<file path="config.mk">
export PLATFORM = sky130hd
export DESIGN_NAME = packed_dna_overlap_key_extract
export DESIGN_NICKNAME = d
export VERILOG_FILES = /design/src/rtl/core/pdok_pkg.sv /design/src/rtl/core/pdok_step.sv /design/src/rtl/core/packed_dna_overlap_key_extract.sv
export SDC_FILE = /design/constraint.sdc
export NUM_CORES = 1
export LEC_CHECK = 0
export ABC_AREA = 1
export BUFFER_PORTS_ARGS = -buffer_cell sky130_fd_sc_hd__buf_2
export CORE_UTILIZATION = 40
export CTS_BUF_LIST = sky130_fd_sc_hd__clkbuf_4 sky130_fd_sc_hd__clkbuf_8 sky130_fd_sc_hd__clkbuf_16
export DETAILED_ROUTE_END_ITERATION = 12
export PLACE_DENSITY = 0.72
export SETUP_SLACK_MARGIN = 0.05
export SKIP_LAST_GASP = 1
export SLEW_MARGIN = 20
export SYNTH_ARGS = -nofsm -noshare
export SYNTH_HDL_FRONTEND = slang
export SYNTH_HIERARCHICAL = 1
export SYNTH_SLANG_ARGS = --single-unit
</file>
<file path="constraint.sdc">
create_clock -name clk -period 11.5 [get_ports clk]
set_input_delay 2.3 -clock clk [delete_from_list [all_inputs] [get_ports clk]]
set_output_delay 2.3 -clock clk [all_outputs]
set_load 0.02 [all_outputs]
</file>
<file path="src/rtl/core/pdok_pkg.sv">
// ----------------------------------------------------------------------------
// pdok_pkg
// Types and constants shared by the packed DNA overlap key extractor.
// ----------------------------------------------------------------------------
package pdok_pkg;

  localparam int KEY_W       = 62;
  localparam int LEN_W       = 5;
  localparam int SEEN_W      = 6;
  localparam int MAX_OVERLAP = 31;
  localparam logic [LEN_W-1:0] LEN_RESET = 5'd30;

  localparam logic [5:0] CODE6 = 6'b111111;
  localparam logic [5:0] CODE4 = 6'b001111;
  localparam logic [5:0] CODE2 = 6'b000011;

  localparam logic [1:0] TAG_ONE = 2'b01;
  localparam logic [1:0] TAG_TWO = 2'b10;

  typedef logic [KEY_W-1:0] key_t;

  typedef struct packed {
    logic [7:0] trimmed_byte;
    logic       trimmed_valid;
    key_t       prefix_key;
    key_t       suffix_key;
    logic       keys_valid;
    logic       too_short;
  } pdok_result_t;

endpackage

</file>
<file path="src/rtl/core/pdok_step.sv">
// ----------------------------------------------------------------------------
// pdok_step
// Sequence state (prefix accumulator, suffix window, nucleotide count) and the
// update that turns one packed byte into one result.
// ----------------------------------------------------------------------------
module pdok_step import pdok_pkg::*; (
  input  logic             clk,
  input  logic             rst_n,
  input  logic             step_en,
  input  logic [7:0]       packed_byte,
  input  logic             last_byte,
  input  logic [LEN_W-1:0] overlap_len,
  output pdok_result_t     result
);

  key_t              prefix_acc_r, prefix_acc_nxt;
  key_t              suffix_win_r, suffix_win_nxt;
  logic [SEEN_W-1:0] seen_r, seen_nxt;
  logic              done_r, done_nxt;

  logic [LEN_W-1:0]  len;
  logic [1:0]        cnt;
  logic [5:0]        codes;
  logic [SEEN_W-1:0] need;
  logic [1:0]        surplus;
  key_t              len_mask;
  key_t              acc_step;
  key_t              win_step;

  always_comb begin
    len = (overlap_len > LEN_W'(MAX_OVERLAP)) ? LEN_W'(MAX_OVERLAP) : overlap_len;
    cnt = packed_byte[7:6];
    case (cnt)
      2'd0:    codes = '0;
      2'd1:    codes = packed_byte[5:0] & CODE2;
      2'd2:    codes = packed_byte[5:0] & CODE4;
      default: codes = packed_byte[5:0] & CODE6;
    endcase
    need     = ({1'b0, len} > seen_r) ? ({1'b0, len} - seen_r) : '0;
    // A length of zero leaves an empty mask; the full length leaves all bits.
    len_mask = ~({KEY_W{1'b1}} << {len, 1'b0});
    surplus  = cnt - need[1:0];
    win_step = ((suffix_win_r << {cnt, 1'b0}) | key_t'(codes)) & len_mask;
  end

  always_comb begin
    prefix_acc_nxt        = prefix_acc_r;
    seen_nxt              = seen_r;
    done_nxt              = done_r;
    acc_step              = '0;
    result                = '0;
    if (done_r) begin
      if (cnt != 2'd0) begin
        result.trimmed_byte  = packed_byte;
        result.trimmed_valid = 1'b1;
      end
    end else if ({4'd0, cnt} < need) begin
      prefix_acc_nxt = (prefix_acc_r << {cnt, 1'b0}) | key_t'(codes);
      seen_nxt       = seen_r + {4'd0, cnt};
    end else begin
      // The byte completes the prefix; any surplus nucleotides go downstream.
      acc_step       = (prefix_acc_r << {need[1:0], 1'b0}) |
                       key_t'(codes >> {surplus, 1'b0});
      prefix_acc_nxt = acc_step;
      seen_nxt       = {1'b0, len};
      done_nxt       = 1'b1;
      case (surplus)
        2'd1: begin
          result.trimmed_byte  = {TAG_ONE, packed_byte[5:0] & CODE2};
          result.trimmed_valid = 1'b1;
        end
        2'd2: begin
          result.trimmed_byte  = {TAG_TWO, packed_byte[5:0] & CODE4};
          result.trimmed_valid = 1'b1;
        end
        2'd3: begin
          result.trimmed_byte  = packed_byte;
          result.trimmed_valid = 1'b1;
        end
        default: ;
      endcase
    end
    suffix_win_nxt = win_step;
    if (last_byte) begin
      if (done_nxt) begin
        result.keys_valid = 1'b1;
        result.prefix_key = prefix_acc_nxt;
        result.suffix_key = win_step;
      end else begin
        result.too_short  = 1'b1;
      end
      prefix_acc_nxt = '0;
      suffix_win_nxt = '0;
      seen_nxt       = '0;
      done_nxt       = 1'b0;
    end
  end

  always_ff @(posedge clk) begin
    if (!rst_n) begin
      prefix_acc_r <= '0;
      suffix_win_r <= '0;
      seen_r       <= '0;
      done_r       <= 1'b0;
    end else if (step_en) begin
      prefix_acc_r <= prefix_acc_nxt;
      suffix_win_r <= suffix_win_nxt;
      seen_r       <= seen_nxt;
      done_r       <= done_nxt;
    end
  end

endmodule

</file>
<file path="src/rtl/core/packed_dna_overlap_key_extract.sv">
// Pipeline: each request is held in the stage-1 register and its result in the
// output register; a stalled output holds both registers.
// Throughput: one request per cycle while out_stall is low; the state update in
// pdok_step is the only loop, so nothing but out_stall limits the rate.
// Reset: synchronous, active low; clears the pipeline valids and the sequence
// state, and sets the overlap length to 30.
// ----------------------------------------------------------------------------
// packed_dna_overlap_key_extract
// Trims the first L nucleotides from a packed DNA stream and gives the
// first-L and last-L nucleotide keys (or a too-short flag) on the final byte of each sequence.
// ----------------------------------------------------------------------------
module packed_dna_overlap_key_extract import pdok_pkg::*; (
  input  logic             clk,
  input  logic             rst_n,
  input  logic             in_valid,
  output logic             in_stall,
  input  logic [7:0]       in_packed_byte,
  input  logic             in_last_byte,
  input  logic             cfg_valid,
  output logic             cfg_ready,
  input  logic [LEN_W-1:0] cfg_overlap_len,
  output logic             out_valid,
  input  logic             out_stall,
  output logic [7:0]       out_trimmed_byte,
  output logic             out_trimmed_valid,
  output logic [KEY_W-1:0] out_prefix_key,
  output logic [KEY_W-1:0] out_suffix_key,
  output logic             out_keys_valid,
  output logic             out_too_short
);

  logic [LEN_W-1:0] overlap_len_r;
  logic             s1_valid_r, s1_valid_nxt;
  logic [7:0]       s1_byte_r;
  logic             s1_last_r;
  logic             out_valid_r, out_valid_nxt;
  pdok_result_t     out_res_r;
  pdok_result_t     step_res;
  logic             out_free;
  logic             s1_adv;
  logic             in_acc;

  assign cfg_ready = 1'b1;

  always_ff @(posedge clk) begin
    if (!rst_n) begin
      overlap_len_r <= LEN_RESET;
    end else if (cfg_valid && cfg_ready) begin
      overlap_len_r <= cfg_overlap_len;
    end
  end

  always_comb begin
    out_free      = !out_valid_r || !out_stall;
    s1_adv        = s1_valid_r && out_free;
    in_stall      = s1_valid_r && !out_free;
    in_acc        = in_valid && !in_stall;
    s1_valid_nxt  = in_acc || (s1_valid_r && !s1_adv);
    out_valid_nxt = s1_adv || (out_valid_r && !out_free);
  end

  pdok_step u_step (
    .clk         (clk),
    .rst_n       (rst_n),
    .step_en     (s1_adv),
    .packed_byte (s1_byte_r),
    .last_byte   (s1_last_r),
    .overlap_len (overlap_len_r),
    .result      (step_res)
  );

  always_ff @(posedge clk) begin
    if (!rst_n) begin
      s1_valid_r  <= 1'b0;
      out_valid_r <= 1'b0;
    end else begin
      s1_valid_r  <= s1_valid_nxt;
      out_valid_r <= out_valid_nxt;
    end
  end

  always_ff @(posedge clk) begin
    if (in_acc) begin
      s1_byte_r <= in_packed_byte;
      s1_last_r <= in_last_byte;
    end
    if (s1_adv) begin
      out_res_r <= step_res;
    end
  end

  assign out_valid         = out_valid_r;
  assign out_trimmed_byte  = out_res_r.trimmed_byte;
  assign out_trimmed_valid = out_res_r.trimmed_valid;
  assign out_prefix_key    = out_res_r.prefix_key;
  assign out_suffix_key    = out_res_r.suffix_key;
  assign out_keys_valid    = out_res_r.keys_valid;
  assign out_too_short     = out_res_r.too_short;

endmodule

</file>
==> flow_summary.json <==
{
  "portBuffers": 155,
  "synthTopCellsByCount": "nand2_1, nand3_1, nor2_1, o21ai_0, a21oi_1",
  "period_needed_ns": 6.50,
  "finalNonFillerCells": 3089,
  "r2r_cells": 19,
  "avgSynthCellArea_um2": 6.80,
  "crit_path_end_kind": "flip-flop",
  "synth_edf_count": 144,
  "worstMarginPinSlew_ns": 1.13,
  "clk_latency_ns": 0.61,
  "grt_pass1_vias": 16100,
  "crit_start": "overlap_len_r[0]",
  "start_kind": "flip-flop",
  "ir_drop_v": 0.000104,
  "hold_path_end": "u_step/suffix_win_r[47]",
  "antennaDiodeCount": 0,
  "hold_depth": 2,
  "mappedNetlistArea_um2": 17000,
  "yosysSeqAreaShare": 0.417,
  "fin_area_um2": 19000,
  "drive_gt1_frac": 0.113,
  "crit_family": "buffers and inverters",
  "antenna_found_initial": 0,
  "holdBufCountCts": 0,
  "finalCritPeriodShare": 0.565,
  "fmaxAchievable_mhz": 154,
  "min_from": "u_step/suffix_win_r[47]",
  "crit_path_max_incr_delay_ns": 0.87,
  "synth_top_area_share": 0.255,
  "cts_sinks": 282,
  "clock_path_buffers": 3,
  "clk_pin_slew_worst_paths_ns": 0.07,
  "core_area_um2": 41900,
  "postPlaceCellArea_um2": 17900,
  "tns_ns": 0,
  "postSynth.asyncResetShare": 0,
  "num_rows": 75,
  "cts_resized": 0,
  "r2r_slack_ns": 5.00,
  "cap_violations": 0,
  "yosysUniqueCellTypes": 43,
  "maxSlewViolCount": 0,
  "grt_pass1_wl_mm": 84.0,
  "place.gp.congestion": 0.901,
  "maxSlewHeadroom": 0.247,
  "p_leak_nw": 7.67,
  "finalClockSkew_ns": 0.0317,
  "pre_cts_ws_ns": 5.17,
  "synth_ff_type": "edfxtp_1",
  "drt_iter0_drc": 2357,
  "worstSetupPathType": "reg2reg",
  "rsz0062_at_grt": "false",
  "viasPerCell": 5.62,
  "r2r_start": "overlap_len_r[0]",
  "cts_inserted_buffers": 30,
  "die_w_um": 208,
  "status": "finished clean",
  "layout.nets": 2556,
  "yosysTopAreaCell": "edfxtp_1",
  "crit_top_cell": "buf_4",
  "dp_cells": 3033,
  "num_vias": 17400,
  "worst_r2r_endpoint": "out_prefix_key[58]",
  "power.density_nw_per_um2": 136,
  "cp_data_required_time_ns": 11.78,
  "track_usage": 0.235,
  "cp_cell_sequence": "inv_1 -> ha_1 -> fa_1 -> inv_1 -> nand2_1 -> nand2_1 -> nand3_2 -> nand2_2 -> buf_4 -> nand3b_1 -> buf_4 -> inv_2 -> fa_1 -> nor2_8 -> nor2_4 -> nor2_4 -> inv_4 -> buf_4 -> nor2_1",
  "fin_ws_ns": 5.00,
  "cts-root-buf": "clkbuf_16",
  "cp_max_fo": 72,
  "dp.final_hpwl_mm": 32.8,
  "post_cts_buffers": 0,
  "die_area_um2": 43300,
  "arrival_ns": 6.78,
  "synth_most_common_cell": "nand2_1",
  "setup_viol": 0,
  "yosysWarnings": 6,
  "critPathBufInv": 7,
  "first_pass_iters": 6,
  "hold_viol": 0,
  "ys_seq_elements": 282,
  "grt_max_degree": 219,
  "syn_nets": 2526,
  "area_growth_syn_to_layout_pct": 11.7,
  "grt-ovfl-total": 0,
  "synthTopCellsByArea": "edfxtp_1, nand2_1, dfxtp_1",
  "wl_mm": 52.0,
  "io_pins": 157,
  "drc": 0,
  "fp.dieH_um": 208,
  "hp-class": "reg2reg",
  "ant_nets": 0,
  "tritoncts": "built",
  "cp_slowest_cell": "inv_2",
  "synthCells": 2496,
  "start_util": 0.405,
  "htreeDepth": 1,
  "routedWlPerCell_um": 16.8
}
placed cells by master (no fill, tap or decap), types with 17 or more instances in the layout:
cell type,count
nand2_1,891
nand3_1,296
nor2_1,172
o21ai_0,157
buf_2,155
a21oi_1,149
inv_1,146
edfxtp_1,144
dfxtp_1,137
nand4_1,92
clkbuf_16,30
nor3_1,28
nor2_2,21
buf_4,17
power by group:
group          switching (mW)  internal [mW]
Clock                   0.438          0.634
Combinational           0.305         0.0985
Sequential             0.0162           1.08
Total                   0.759           1.81
worst max-delay path by stage:
| stage | endpoint | slack (ns) | cells after the start |
|---|---|---|---|
| 6_report | out_prefix_key[58] | 5.00 | 19 |
| 3_5_place_dp | out_prefix_key[58] | 5.17 | 19 |
| 3_3_place_gp | u_step/prefix_acc_r[2] | 5.34 | 9 |
| 5_1_grt | out_prefix_key[51] | 4.62 | 19 |
| 4_1_cts | out_prefix_key[58] | 5.10 | 19 |
| 2_1_floorplan | u_step/seen_r[5] | 0.25 | 4 |
per-stage QoR:
stage	hold WS [ns]	util	power [mW]
floorplan	0.427	-	1.42
global placement	0.452	0.426	1.51
detailed placement	0.456	0.426	1.51
CTS	0.466	0.452	2.58
global route	0.485	0.452	2.67
finish	0.468	0.452	2.57
state kept, by name, summed over array words and instances (netlist names), named ones only:
signal,cells
out_prefix_key,62
out_suffix_key,62
u_step/prefix_acc_r,62
u_step/suffix_win_r,62
out_trimmed_byte,8
s1_byte_r,8
u_step/seen_r,6
overlap_len_r,5
out_keys_valid,1
out_too_short,1
out_trimmed_valid,1
s1_last_r,1
s1_valid_r,1
u_step/done_r,1
tightest hold or removal path: stages (launching register included):
cell and delay, ns:
dfxtp_1 0.31, nand2_1 0.06, a21oi_1 0.05
area by class of cell:
| class | instances | area (um2) |
|---|---|---|
| clock buffer | 35 | 795 |
| clock inverter | 21 | 298 |
| fill | 4187 | 23000 |
| inverter | 157 | 596 |
| multi-input combinational | 1881 | 8570 |
| sequential | 282 | 7090 |
| tap | 539 | 674 |
| timing repair buffer | 174 | 943 |
cell families after synthesis:
family	share of synthesized area
fa+ha+maj	0.00943
other cells	0.000221
buf+inv	0.0797
compound gates	0.102
mux	0.00177
xor+xnor	0.00103
flops	0.417
simple gates	0.388
layer usage:
metal  GRT usage  routed length (um)  vias to the layer above  share of wire
met2       0.360               23100                      871           0.45
li1            -                   -                     8333              -
met3      0.0352                4530                       89          0.087
met5           0                   0                        -              0
met1       0.339               23200                     8066           0.45
met4      0.0731                1090                        0          0.021
Note: power is estimated with default switching activity, not from simulation.
